===== src/rtl/epoch_seconds_to_calendar_assert.svh =====
// ----------------------------------------------------------------------------
// Assertion macros for epoch_seconds_to_calendar
// Same-cycle and next-cycle implication checks on i_clk, off during reset.
// ----------------------------------------------------------------------------
`ifndef EPOCH_SECONDS_TO_CALENDAR_ASSERT_SVH
`define EPOCH_SECONDS_TO_CALENDAR_ASSERT_SVH

// hold cons in the same cycle as ante
`define ESC_ASSERT_SAME(lbl, ante, cons) \
    lbl: assert property (@(posedge i_clk) disable iff (!i_rst_n) (ante) |-> (cons)) \
        else $error("esc: same-cycle check failed");

// hold cons in the cycle after ante
`define ESC_ASSERT_NEXT(lbl, ante, cons) \
    lbl: assert property (@(posedge i_clk) disable iff (!i_rst_n) (ante) |=> (cons)) \
        else $error("esc: next-cycle check failed");

`endif


===== src/rtl/esc_pkg.sv =====
// ----------------------------------------------------------------------------
// esc_pkg
// Shared types, constants and calendar helpers for the epoch converter.
// ----------------------------------------------------------------------------
package esc_pkg;

    localparam int unsigned SUB_W = 15;

    localparam logic [10:0] EPOCH_YEAR = 11'd1970;
    localparam logic [4:0]  ZONE_MAX   = 5'd23;
    localparam logic [4:0]  ZONE_RESET = 5'd8;

    // reciprocals for t/60 (shift 37), (t/60)/60 (shift 32) and (t/3600)/24 (shift 25)
    localparam logic [31:0] RECIP_SEC  = 32'd2290649225;
    localparam logic [31:0] RECIP_MIN  = 32'd71582789;
    localparam logic [31:0] RECIP_HOUR = 32'd1398102;

    localparam logic [5:0] MOD_60 = 6'd60;
    localparam logic [5:0] MOD_24 = 6'd24;

    localparam logic [SUB_W-1:0] YEAR_LEN      = SUB_W'(365);
    localparam logic [SUB_W-1:0] LEAP_YEAR_LEN = SUB_W'(366);

    localparam logic [4:0] MONTH_LEN [13] = '{
        5'd0, 5'd31, 5'd28, 5'd31, 5'd30, 5'd31, 5'd30,
        5'd31, 5'd31, 5'd30, 5'd31, 5'd30, 5'd31
    };

    typedef struct packed {
        logic [SUB_W-1:0] a;
        logic [SUB_W-1:0] b;
    } t_sub_req;

    typedef struct packed {
        logic [SUB_W-1:0] diff;
        logic             ge;
    } t_sub_rsp;

    // years reachable here are 1970..2038; 2000 is a leap year by the 400 rule
    function automatic logic is_leap(input logic [10:0] year);
        return year[1:0] == 2'b00;
    endfunction

    function automatic logic [4:0] days_in(input logic [3:0] month, input logic leap);
        logic [4:0] d;
        if (month < 4'd1 || month > 4'd12) begin
            d = 5'd31;
        end else begin
            d = MONTH_LEN[month];
            if (month == 4'd2 && leap) begin
                d = d + 5'd1;
            end
        end
        return d;
    endfunction

endpackage


===== src/rtl/esc_sub.sv =====
// ----------------------------------------------------------------------------
// esc_sub
// Shared subtract and compare unit: difference a - b and a >= b.
// ----------------------------------------------------------------------------
module esc_sub (
    input  esc_pkg::t_sub_req i_req,
    output esc_pkg::t_sub_rsp o_rsp
);
    import esc_pkg::*;

    logic [SUB_W:0] wide;

    assign wide       = {1'b0, i_req.a} - {1'b0, i_req.b};
    assign o_rsp.diff = wide[SUB_W-1:0];
    assign o_rsp.ge   = ~wide[SUB_W];

endmodule


===== src/rtl/epoch_seconds_to_calendar.sv =====
// ----------------------------------------------------------------------------
// epoch_seconds_to_calendar
// Converts seconds since 1970-01-01 UTC to a zoned calendar date and time.
//
//   channel  | valid / ready                   | payload
//   ---------+---------------------------------+-------------------------------
//   input    | i_epoch_valid / o_epoch_ready   | i_epoch_seconds
//   result   | o_res_valid / i_res_ready       | o_year .. o_second
//   config   | i_cfg_valid / o_cfg_ready       | i_cfg_zone_offset_hours
//
// An item passes through three reciprocal divisions by 60, 60 and 24, each
// a multiply state and a remainder state, then the year and month walks on
// one shared 15-bit subtract and compare unit, then a finish state.
// Reset is synchronous, active low; the zone offset resets to 8 hours.
// The input is ready only when idle; the finish state waits while the
// previous result is still not taken.
// ----------------------------------------------------------------------------
module epoch_seconds_to_calendar (
    input  logic        i_clk,
    input  logic        i_rst_n,
    input  logic        i_epoch_valid,
    output logic        o_epoch_ready,
    input  logic [30:0] i_epoch_seconds,
    output logic        o_res_valid,
    input  logic        i_res_ready,
    output logic [10:0] o_year,
    output logic [3:0]  o_month,
    output logic [4:0]  o_day_of_month,
    output logic [4:0]  o_hour,
    output logic [5:0]  o_minute,
    output logic [5:0]  o_second,
    input  logic        i_cfg_valid,
    output logic        o_cfg_ready,
    input  logic [4:0]  i_cfg_zone_offset_hours
);
    import esc_pkg::*;

    typedef enum logic [5:0] {
        S_IDLE  = 6'b000001,
        S_MUL   = 6'b000010,
        S_REM   = 6'b000100,
        S_YEAR  = 6'b001000,
        S_MONTH = 6'b010000,
        S_FIN   = 6'b100000
    } t_state;

    typedef enum logic [2:0] {
        P_SEC  = 3'b001,
        P_MIN  = 3'b010,
        P_HOUR = 3'b100
    } t_div_phase;

    t_state     r_state, n_state;
    t_div_phase r_phase, n_phase;
    logic [4:0]  r_zone, n_zone;
    logic [30:0] r_x, n_x;
    logic [62:0] r_prod, n_prod;
    logic [5:0]  r_sec, n_sec;
    logic [5:0]  r_min, n_min;
    logic [4:0]  r_hour, n_hour;
    logic [14:0] r_days, n_days;
    logic [10:0] r_year, n_year;
    logic [3:0]  r_month, n_month;
    logic        r_leap, n_leap;
    logic        r_res_valid, n_res_valid;
    logic [10:0] r_out_year, n_out_year;
    logic [3:0]  r_out_month, n_out_month;
    logic [4:0]  r_out_day, n_out_day;
    logic [4:0]  r_out_hour, n_out_hour;
    logic [5:0]  r_out_min, n_out_min;
    logic [5:0]  r_out_sec, n_out_sec;

    t_sub_req    sub_req;
    t_sub_rsp    sub_rsp;
    logic [31:0] recip;
    logic [30:0] quo;
    logic [5:0]  div_d;
    logic [5:0]  rem;
    logic [4:0]  mlen;
    logic [4:0]  off;
    logic [5:0]  hsum;
    logic        hcarry;
    logic [5:0]  dsum;

    esc_sub u_sub (
        .i_req (sub_req),
        .o_rsp (sub_rsp)
    );

    assign o_epoch_ready  = (r_state == S_IDLE);
    assign o_cfg_ready    = 1'b1;
    assign o_res_valid    = r_res_valid;
    assign o_year         = r_out_year;
    assign o_month        = r_out_month;
    assign o_day_of_month = r_out_day;
    assign o_hour         = r_out_hour;
    assign o_minute       = r_out_min;
    assign o_second       = r_out_sec;

    always_comb begin
        unique case (r_phase)
            P_SEC: begin
                recip = RECIP_SEC;
                quo   = {5'd0, r_prod[62:37]};
                div_d = MOD_60;
            end
            P_MIN: begin
                recip = RECIP_MIN;
                quo   = {11'd0, r_prod[51:32]};
                div_d = MOD_60;
            end
            P_HOUR: begin
                recip = RECIP_HOUR;
                quo   = {16'd0, r_prod[39:25]};
                div_d = MOD_24;
            end
            default: begin
                recip = RECIP_SEC;
                quo   = {5'd0, r_prod[62:37]};
                div_d = MOD_60;
            end
        endcase
        rem    = r_x[5:0] - quo[5:0] * div_d;
        mlen   = days_in(r_month, r_leap);
        off    = (r_zone > ZONE_MAX) ? ZONE_MAX : r_zone;
        hsum   = {1'b0, r_hour} + {1'b0, off};
        hcarry = (hsum >= 6'd24);
        dsum   = {1'b0, r_days[4:0]} + 6'd1 + {5'd0, hcarry};

        n_state     = r_state;
        n_phase     = r_phase;
        n_zone      = r_zone;
        n_x         = r_x;
        n_prod      = r_prod;
        n_sec       = r_sec;
        n_min       = r_min;
        n_hour      = r_hour;
        n_days      = r_days;
        n_year      = r_year;
        n_month     = r_month;
        n_leap      = r_leap;
        n_res_valid = r_res_valid;
        n_out_year  = r_out_year;
        n_out_month = r_out_month;
        n_out_day   = r_out_day;
        n_out_hour  = r_out_hour;
        n_out_min   = r_out_min;
        n_out_sec   = r_out_sec;

        sub_req.a = r_days;
        sub_req.b = is_leap(r_year) ? LEAP_YEAR_LEN : YEAR_LEN;

        if (i_cfg_valid) begin
            n_zone = i_cfg_zone_offset_hours;
        end
        if (r_res_valid && i_res_ready) begin
            n_res_valid = 1'b0;
        end

        unique case (r_state)
            S_IDLE: begin
                if (i_epoch_valid) begin
                    n_x     = i_epoch_seconds;
                    n_phase = P_SEC;
                    n_state = S_MUL;
                end
            end
            S_MUL: begin
                n_prod  = {32'd0, r_x} * {31'd0, recip};
                n_state = S_REM;
            end
            S_REM: begin
                n_x = quo;
                unique case (r_phase)
                    P_SEC: begin
                        n_sec   = rem;
                        n_phase = P_MIN;
                        n_state = S_MUL;
                    end
                    P_MIN: begin
                        n_min   = rem;
                        n_phase = P_HOUR;
                        n_state = S_MUL;
                    end
                    P_HOUR: begin
                        n_hour  = rem[4:0];
                        n_days  = quo[14:0];
                        n_year  = EPOCH_YEAR;
                        n_state = S_YEAR;
                    end
                    default: begin
                        n_state = S_IDLE;
                    end
                endcase
            end
            S_YEAR: begin
                if (sub_rsp.ge) begin
                    n_days = sub_rsp.diff;
                    n_year = r_year + 11'd1;
                end else begin
                    n_leap  = is_leap(r_year);
                    n_month = 4'd1;
                    n_state = S_MONTH;
                end
            end
            S_MONTH: begin
                sub_req.b = {10'd0, mlen};
                if (r_month < 4'd12 && sub_rsp.ge) begin
                    n_days  = sub_rsp.diff;
                    n_month = r_month + 4'd1;
                end else begin
                    n_state = S_FIN;
                end
            end
            S_FIN: begin
                if (!r_res_valid || i_res_ready) begin
                    n_out_sec   = r_sec;
                    n_out_min   = r_min;
                    n_out_hour  = hcarry ? 5'(hsum - 6'd24) : hsum[4:0];
                    n_out_day   = dsum[4:0];
                    n_out_month = r_month;
                    n_out_year  = r_year;
                    if (dsum > {1'b0, mlen}) begin
                        n_out_day = 5'd1;
                        if (r_month >= 4'd12) begin
                            n_out_month = 4'd1;
                            n_out_year  = r_year + 11'd1;
                        end else begin
                            n_out_month = r_month + 4'd1;
                        end
                    end
                    n_res_valid = 1'b1;
                    n_state     = S_IDLE;
                end
            end
            default: begin
                n_state = S_IDLE;
            end
        endcase
    end

    always_ff @(posedge i_clk) begin
        if (!i_rst_n) begin
            r_state     <= S_IDLE;
            r_phase     <= P_SEC;
            r_zone      <= ZONE_RESET;
            r_res_valid <= 1'b0;
        end else begin
            r_state     <= n_state;
            r_phase     <= n_phase;
            r_zone      <= n_zone;
            r_res_valid <= n_res_valid;
        end
    end

    always_ff @(posedge i_clk) begin
        r_x         <= n_x;
        r_prod      <= n_prod;
        r_sec       <= n_sec;
        r_min       <= n_min;
        r_hour      <= n_hour;
        r_days      <= n_days;
        r_year      <= n_year;
        r_month     <= n_month;
        r_leap      <= n_leap;
        r_out_year  <= n_out_year;
        r_out_month <= n_out_month;
        r_out_day   <= n_out_day;
        r_out_hour  <= n_out_hour;
        r_out_min   <= n_out_min;
        r_out_sec   <= n_out_sec;
    end

`include "epoch_seconds_to_calendar_assert.svh"

    `ESC_ASSERT_NEXT(a_accept_starts_mul, i_epoch_valid && o_epoch_ready, r_state == S_MUL)
    `ESC_ASSERT_SAME(a_month_in_range, r_state == S_FIN, r_month >= 4'd1 && r_month <= 4'd12)
    `ESC_ASSERT_SAME(a_time_fields, o_res_valid, o_hour < 5'd24 && o_minute < 6'd60)
    `ESC_ASSERT_SAME(a_second_range, o_res_valid, o_second < 6'd60)

endmodule

===== config.mk =====
export PLATFORM = sky130hd
export DESIGN_NAME = epoch_seconds_to_calendar
export DESIGN_NICKNAME = d
export VERILOG_FILES = /design/src/rtl/esc_pkg.sv /design/src/rtl/esc_sub.sv /design/src/rtl/epoch_seconds_to_calendar.sv
export VERILOG_INCLUDE_DIRS = /design/src /design/src/rtl
export SDC_FILE = /design/constraint.sdc
export NUM_CORES = 1
export LEC_CHECK = 0
export BUFFER_PORTS_ARGS = -buffer_cell sky130_fd_sc_hd__buf_2
export CORE_AREA = 2 2 229 231
export DETAILED_ROUTE_END_ITERATION = 16
export DIE_AREA = 0 0 231 233
export PLACE_DENSITY_LB_ADDON = 0.3
export SLEW_MARGIN = 20
export SYNTH_ARGS = -nofsm -noshare
export SYNTH_HDL_FRONTEND = slang
export SYNTH_SLANG_ARGS = --single-unit

===== constraint.sdc =====
create_clock -name i_clk -period 18.08 [get_ports i_clk]
set_input_delay 1.808 -clock i_clk [delete_from_list [all_inputs] [get_ports i_clk]]
set_output_delay 1.808 -clock i_clk [all_outputs]
set_load 0.01 [all_outputs]

# After elaboration in Yosys (flattened, before gate mapping)
# Memory sizes are Yosys's and may differ from the RTL's.
# Index checks and enable logic that the tools add are counted.
# Widths: inputs -> output; s select.
dict set report word_totals {
  reg_bits 194
  mem_bits_ro 80
  out_inout_bits 40
  memories 1
}
# name depth width rd rd_ports_with_merged_regs write_ports line_no
set mem_list {}
lappend mem_list {{(name not given)} 16 5 1 0 0 esc_pkg.sv:49} ;# d = MONTH_LEN[month];
dict set report classes {
  add_sub_neg 9
  n_mul 2
  order_cmp 8
  n_eq_ne 18
  muxes 39
  n_bitwise 2
  n_reduce_logical 23
}
# operator count
set op_table {}
lappend op_table {{$pmux 32 s2} 1}
lappend op_table {{$mul 31x32->63} 1}
lappend op_table {{$pmux 31 s2} 1}
lappend op_table {{$pmux 26 s2} 1}
lappend op_table {{$mux 15} 3}
lappend op_table {{$pmux 15 s3} 1}
lappend op_table {{$mux 11} 4}
lappend op_table {{$pmux 6 s6} 1}
lappend op_table {{$mux 31} 1}
lappend op_table {{$mux 5} 6}
lappend op_table {{$mux 6} 5}
lappend op_table {{$pmux 11 s2} 1}
lappend op_table {{$mux 4} 4}
lappend op_table {{$pmux 4 s2} 2}
lappend op_table {{$sub 15x9->16} 1}
lappend op_table {{$ne 2x2->1 const B} 6}
lappend op_table {{$pmux 3 s2} 2}
lappend op_table {{$reduce_and 2->1} 6}
lappend op_table {{$add 11x1->11 const B} 1}
lappend op_table {{$mux 9} 1}
lappend op_table {{$reduce_and 3->1} 3}
lappend op_table {{$reduce_and 4->1} 2}
lappend op_table {{$add 5x1->6 const B} 1}
lappend op_table {{$add 5x5->6} 1}
lappend op_table {{other kinds (38)} 45}

# Depth between registers and ports, before layout
# Gate-level depths: netlist of the first run.
dict set report logic_depth {
  ltp_word 13
  ltp_mapped 32
  ltp_nobuf 28
}

# By module
# Synthesis of the first run repeated with hierarchy kept, for this count alone.
dict set report unflattened {
  hier_cells 2508
  area_unflattened_um2 25692.1
}
# module n_inst cells_per_inst area_per_inst_um2 seq_area_each_um2
set by_module_without_submodules {}
lappend by_module_without_submodules {epoch_seconds_to_calendar 1 2382 24827.6 4924.7}
lappend by_module_without_submodules {esc_sub 1 126 864.6 0.0}

# Least setup slack after synthesis of the first run
# OpenSTA, ideal clock, no wires.
dict set report synth_path {
  path_kind {register -> register}
  startpoint {register r_phase[1]}
  endpoint {register r_prod[51], data pin}
  setup_ns 0.267
  t_arrival_ns 7.678
  setup_slack_ns 10.135
  stages_incl_launch_ff 27
  path_buffers 3
  path_cell_list {dfxtp_1 -> clkbuf_1 -> nor3b_1 -> clkbuf_1 -> clkbuf_1 -> and2_1 -> or2_2 -> ha_1 -> fa_1 -> inv_1 -> fa_1 -> inv_1 -> fa_1 -> fa_1 -> fa_1 -> fa_1 -> fa_1 -> ha_1 -> a21oi_1 -> o21a_1 -> nor4b_2 -> a32oi_2 -> a2111o_1 -> and2b_1 -> a21oi_2 -> o21bai_1 -> xor2_1}
}
dict set report synth_between {
  elab_chain_len 3
  elab_cells_between_ends 4
}
# item line_no
set synth_lines {}
lappend synth_lines {{start: declaration} epoch_seconds_to_calendar.sv:54} ;# t_div_phase r_phase, n_phase;
lappend synth_lines {{start signal: assignment} epoch_seconds_to_calendar.sv:250} ;# r_phase <= n_phase;
lappend synth_lines {{$eq 3x3->1 / $eq 3x2->1 (equally long branches)} epoch_seconds_to_calendar.sv:101} ;# unique case (r_phase)
lappend synth_lines {{$pmux 32 s2 *} epoch_seconds_to_calendar.sv:101}
lappend synth_lines {{$mul 31x32->63 *} epoch_seconds_to_calendar.sv:169} ;# n_prod = {32'd0, r_x} * {31'd0, recip};
lappend synth_lines {{end signal: assignment} epoch_seconds_to_calendar.sv:258} ;# r_prod <= n_prod;
lappend synth_lines {{end: declaration} epoch_seconds_to_calendar.sv:57} ;# logic [62:0] r_prod, n_prod;
# Mark *: on every way between the ends. The rest lies on a longest branch, timed or not.
# A chain may end at the register's enable or synchronous reset.

# Final worst setup path of the first run
dict set report layout_path {
  startpoint {register r_phase[0]}
  endpoint {register r_prod[62], data pin}
}
# Same word-level chain as after synthesis.

==> results of run 1 <==
[worst min-delay path by stage]
stage	startpoint	to	slack [ns]	depth (start not counted)
2_1_floorplan	r_min[0]$_DFFE_PP_	o_minute[0]$_DFFE_PP_	0.40	0
3_3_place_gp	r_sec[0]$_DFFE_PP_	o_second[0]$_DFFE_PP_	0.40	0
3_5_place_dp	r_sec[2]$_DFFE_PP_	o_second[2]$_DFFE_PP_	0.40	0
4_1_cts	r_sec[2]$_DFFE_PP_	o_second[2]$_DFFE_PP_	0.42	0
5_1_grt	r_sec[2]$_DFFE_PP_	o_second[2]$_DFFE_PP_	0.44	0
6_report	r_min[1]$_DFFE_PP_	o_minute[1]$_DFFE_PP_	0.43	0
[cell usage after synthesis (10+ instances only)]
cell type	number	area, um^2
o21ai_1	14	70.1
inv_1	561	2110
edfxtp_1	154	4620
a21o_1	33	248
o21bai_1	13	97.6
nand4_1	10	62.6
nand3_1	30	150
clkbuf_1	49	184
or2_2	10	62.6
nand2_1	160	601
a21oi_1	96	480
nor2_1	81	304
dfxtp_1	15	300
and2_1	81	507
a22o_1	20	175
xnor2_1	47	412
nor3_1	15	75.1
fa_1	419	8390
ha_1	358	4480
o21ai_0	66	330
and3_1	24	150
xor2_1	34	298
nor2b_1	16	100
a31oi_1	14	87.6
[worst max-delay path: cells and delay by family, from the launching register on]
kind / cells / cell delay, ns
fa+ha+maj: 9 / 4.18
simple gates: 6 / 1.49
compound gates: 5 / 1.47
buf+inv: 7 / 1.10
flops: 1 / 0.54
xor+xnor: 1 / 0.11
[stage by stage]
| step | hold WS [ns] | utilization, % | cell area, um^2 | worst slack (ns) |
|---|---|---|---|---|
| after floorplan | 0.400 | - | 25600 | 10.13 |
| after global placement | 0.404 | 52.2 | 26700 | 9.23 |
| after detailed placement | 0.405 | 52.2 | 26700 | 8.97 |
| after CTS | 0.424 | 53.5 | 27300 | 8.97 |
| after global routing | 0.435 | 53.5 | 27300 | 8.42 |
| final | 0.426 | 53.5 | 27300 | 8.91 |
[state kept, by name (all words and copies together) (netlist names)]
name,flops
r_year,11
r_phase,3
o_month,4
r_hour,5
r_days,15
o_hour,5
o_minute,6
r_leap,1
r_min,6
o_year,11
r_x,31
r_prod,38
r_state,6
o_res_valid,1
o_second,6
r_month,4
r_sec,6
r_zone,5
o_day_of_month,5
[cell type report]
type                            instances  area, um^2
Clock buffer                           17         425
Clock inverter                         15         219
Fill cell                            4612       23800
Inverter                              561        2110
Multi-Input combinational cell       1700       18300
Sequential cell                       169        4920
Tap cell                              680         851
Timing Repair Buffer                   88         463
[layer usage]
layer / GRT usage (%) / up-vias
li1: - / 8077
met4: 10.8 / 0
met3: 3.42 / 154
met1: 35.4 / 8957
met2: 46.9 / 604
met5: 0 / -
[logic make-up (layout without fill, tap and decap cells)]
| kind of cell | after synthesis | after routing |
|---|---|---|
| other cells | 2 | 22 |
| mux | 9 | 9 |
| fa+ha+maj | 777 | 777 |
| simple gates | 481 | 481 |
| compound gates | 330 | 330 |
| buf+inv | 619 | 681 |
| xor+xnor | 81 | 81 |
| flops | 169 | 169 |
==> key figures, run 1 <==
Floorplan
  • Die area: 0.0538 mm^2
  • Core area: 0.0511 mm^2
  • I/O Pins: 81
  • Horiz. Die Dim: 231 um
  • Die H: 233 um
  • Row count: 83
  • Initial core utilization: 49.9%

Setup path
  • Slowest stage cell, crit path: a2111oi_0
  • Crit path DAT: 9.37 ns
  • Crit path kind: flop to flop
  • RR Startpoint: r_phase[0]$_SDFFE_PN1P_
  • Worst Setup SP: r_phase[0]$_SDFFE_PN1P_
  • R2r setup slk: 8.91 ns
  • Startpoint Class: flop
  • Crit path capture type: flop
  • Critical Path Fanout Max: 49
  • R2r endpoint: r_prod[62]$_DFFE_PP_
  • CP Capture Point: r_prod[62]$_DFFE_PP_
  • Most common cell on crit path: fa_1
  • Worst EP required: 18.27 ns
  • Crit-path max cell delay: 0.72 ns
  • Reg2Reg Depth: 28

Finish
  • Commonest non-fill, non-tap cell in the layout: inv_1
  • Commonest non-fill, non-tap cells in the layout: inv_1, fa_1, ha_1
  • Layout cell share with drive strength beyond 1: 6.12%
  • Diodes inserted: 0
  • Non-Filler Instances: 3,230
  • Area grow syn2layout: 7.20%
  • Nets: 3,355

STA
  • Final setup fails: 0
  • Final Hold Viols: 0
  • Setup_tns: 0 ns
  • Setup repair after global routing missed its margin: false
  • Crit share post-route: 50.7%
  • Worst slew margin: 33.4%
  • Clk_skew: 0.0208 ns
  • Worst Max-Slew Pin Slew: 0.999 ns
  • Pins Over Slew Limit: 0
  • Peak Freq: 109 MHz
  • Fin crit period: 9.17 ns

CTS
  • CTS hold repair buffers: 0
  • Worst-case clock buffer depth: 2
  • Clock Root Buffer: clkbuf_16
  • H-tree depth: 4
  • Reg clk slew, reported paths: 0.08 ns
  • CTS sink count: 169
  • Clk_lat worst skew: 0.46 ns
  • Number of setup buffers added after CTS: 0
  • Post-CTS sizing: 0
  • Cts bufs inserted: 17
  • CTS tree: built

Global routing
  • Pin count of the biggest net entering global routing: 52
  • Vias in the first global route: 19,231
  • Initial antenna violation count: 0
  • GRT Total Usage: 27.4%
  • Total congestion overflow: 0
  • Global-route wire length before repair: 110,000 um

Synth
  • Prevailing post-synth register cell: edfxtp_1
  • Synth warnings: 0
  • Mux contribution to synthesized area: 0.353%
  • Cell count after synthesis: 2,468
  • Sequential area share after synthesis: 19.3%
  • Syn Area/Cell: 10.3 um^2
  • Netlist cell types: 79
  • Synth Area in Compound Gates: 8.36%
  • FF+latch count, synth: 169
  • Synth Cell Area: 0.0255 mm^2
  • XOR/XNOR Fraction of Synth Area: 2.78%
  • Largest family of logic cells by synthesized area: adder cells
  • Simple-Gate Fraction of Synth Area: 9.53%
  • Synth Area in Adders: 50.5%
  • Asr flop ratio synth: 0%
  • Post-synth EDFFs: 154

Drt
  • 1st-pass router iterations: 5
  • Metal2 WL: 34,000 um
  • Initial DRC count: 1,070
  • Antenna viol nets, final: 0
  • Via-to-Cell Ratio: 5.51
  • DR WL met3: 3580 um
  • Routed wire length: 70,500 um
  • Routed WL per cell: 21.8 um
  • Vias: 17,792
  • Drc violations: 0
  • Uppermost layer routed: met4
  • WL met1: 29,900 um

Place
  • PortBufs: 79
  • Gp weighted congestion: 1.05
  • DP Cell Count: 3,198
  • Post-DP HPWL: 61,000 um

Status
  • Outcome: completed

Hold path
  • Worst hold path class: flop to flop

Run
  • Max Cap Viol: 0
Power of run 1 is left out: the tool's default activity adds up to more than one toggle a clock period on the data nets, which glitch-free logic cannot reach.
==> inputs of run 2 (changes only) <==
==> constraint.sdc (replaced) <==
create_clock -name i_clk -period 8.3 [get_ports i_clk]
set_input_delay 0.83 -clock i_clk [delete_from_list [all_inputs] [get_ports i_clk]]
set_output_delay 0.83 -clock i_clk [all_outputs]
set_load 0.01 [all_outputs]
==> run 2 against run 1 <==
Hold slack got worse by 0.0065 ns. Clock-buffer cell count rose by 1. Sequential share of layout area fell by 0.59 points. Fmax rose by 13%. Non-clock buffer count rose by 81. Routed wire length rose by 1.1%. First-iteration DRC count rose by 24%. Critical endpoint is now r_prod[54]$_DFFE_PP_. Largest cell class unchanged.
==> key figures, run 2 (synthesized netlist as in run 1, its figures left out) <==
Status
  • Outcome: completed

STA
  • Worst slew margin: 33.6%
  • Crit share post-route: 98.1%
  • Fin crit period: 8.14 ns
  • Setup_tns: 0 ns
  • Peak Freq: 123 MHz
  • Final Hold Viols: 0
  • Final setup fails: 0
  • Pins Over Slew Limit: 0
  • Clk_skew: 0.0198 ns
  • WHS: 0.419 ns
  • Worst Max-Slew Pin Slew: 0.996 ns
  • Final WS setup: 0.160 ns

Finish
  • Layout cell share with drive strength beyond 1: 10.4%
  • Largest reg by FF count: r_prod
  • Commonest non-fill, non-tap cells in the layout: inv_1, fa_1, ha_1
  • Largest registers: r_prod x38, r_x x31, r_days x15
  • Register area: 0.00493 mm^2
  • Nets: 3,436
  • Area grow syn2layout: 10.9%
  • Filler cells: 4,529
  • Area of the multi-input gates: 0.0186 mm^2
  • Commonest non-fill, non-tap cell in the layout: inv_1
  • Max reg flops: 38

Floorplan
  • Die area: 0.0538 mm^2
  • Horiz. Die Dim: 231 um
  • Core area: 0.0511 mm^2
  • Row count: 83
  • I/O Pins: 81
  • Die H: 233 um
  • Initial core utilization: 49.9%

Setup path
  • Startpoint Class: flop
  • Crit path kind: flop to flop
  • Worst EP required: 8.49 ns
  • Crit path DAT: 8.33 ns
  • Critical Path Fanout Max: 11
  • Crit path capture type: flop

Drt
  • Vias: 17,875
  • Routed wire length: 71,300 um
  • Antenna viol nets, final: 0
  • Via-to-Cell Ratio: 5.40
  • 1st-pass router iterations: 5
  • Drc violations: 0
  • Initial DRC count: 1,326
  • Routed WL per cell: 21.5 um

CTS
  • Worst-case clock buffer depth: 2
  • Clock Root Buffer: clkbuf_16
  • Clk_lat worst skew: 0.46 ns
  • Cts bufs inserted: 17
  • Reg clk slew, reported paths: 0.07 ns
  • H-tree depth: 4
  • CTS tree: built
  • CTS sink count: 169

Global routing
  • Initial antenna violation count: 0
  • Vias in the first global route: 19,207
  • Global-route wire length before repair: 110,000 um
  • Total congestion overflow: 0
  • Pin count of the biggest net entering global routing: 44
  • GRT Total Usage: 27.5%

Hold path
  • Worst hold path class: flop to flop

Place
  • Pre-CTS setup slack: -0.178 ns
  • PortBufs: 79
  • Post-DP HPWL: 61,600 um
  • Gp weighted congestion: 1.04

Run
  • Max Cap Viol: 0
[run 2: per-layer routing]
layer / part of all wire [%] / vias to the layer above / track usage [%] / routed length [um]
li1: - / 8257 / - / -
met1: 42 / 8894 / 35.7 / 30100
met2: 48 / 585 / 46.6 / 34100
met3: 5.4 / 139 / 3.39 / 3830
met4: 4.6 / 0 / 11.3 / 3310
met5: 0 / - / 0 / 0
[run 2: final timing paths]
| check | from | end | slack, ns | cells after the start |
|---|---|---|---|---|
| min reg2reg | r_min[2]$_DFFE_PP_ | o_minute[2]$_DFFE_PP_ | 0.42 | 0 |
| max | r_phase[1]$_SDFFE_PN0P_ | r_prod[54]$_DFFE_PP_ | 0.16 | 27 |
| min | r_min[2]$_DFFE_PP_ | o_minute[2]$_DFFE_PP_ | 0.42 | 0 |
| max reg2reg | r_phase[1]$_SDFFE_PN0P_ | r_prod[54]$_DFFE_PP_ | 0.16 | 27 |
[run 2: metrics by stage]
| stage | instances | util [%] | cell area (um^2) |
|---|---|---|---|
| detailed placement | 3273 | 53.4 | 27300 |
| CTS | 3305 | 54.7 | 27900 |
| global placement | 3273 | 53.4 | 27300 |
| global route | 3311 | 55.3 | 28300 |
| finish | 3313 | 55.4 | 28300 |
| floorplan | 2488 | - | 25600 |
[run 2: cell type report]
type                            count  area share [%]
Tap cell                          680            3.01
Multi-Input combinational cell   1700            65.8
Clock buffer                       18            1.52
Clock inverter                     14           0.650
Sequential cell                   169            17.4
Antenna cell                        2          0.0177
Timing Repair Buffer              169            4.14
Inverter                          561            7.45
[run 2: worst max-delay path, stage by stage, from the launching register on]
cell and delay (ns):
dfxtp_1 0.37, buf_6 0.15, nor3b_4 0.21, buf_4 0.15, nor2_4 0.06, buf_12 0.16, nand2_1 0.14, nand2_1 0.08
ha_1 0.34, fa_1 0.57, inv_1 0.10, fa_1 0.60, inv_1 0.08, fa_1 0.48, fa_1 0.57, fa_1 0.44
fa_1 0.48, fa_1 0.52, ha_4 0.31, and4_1 0.24, nor3b_2 0.21, a22oi_2 0.10, a32oi_2 0.33, a2111o_1 0.26
or4b_4 0.52, a31oi_4 0.23, nor2_2 0.05, xnor2_1 0.11
[run 2: repair_timing]
item                                    4_1_cts  5_1_grt
gates resized for setup                       5       51
endpoints found under the setup margin        8       16
hold buffers                                  0        0
hold endpoints to repair                      0        0
cloned                                        0        1
buffers inserted                              0        5
pin swaps                                     0       18
Power of run 2 is left out for the same reason.
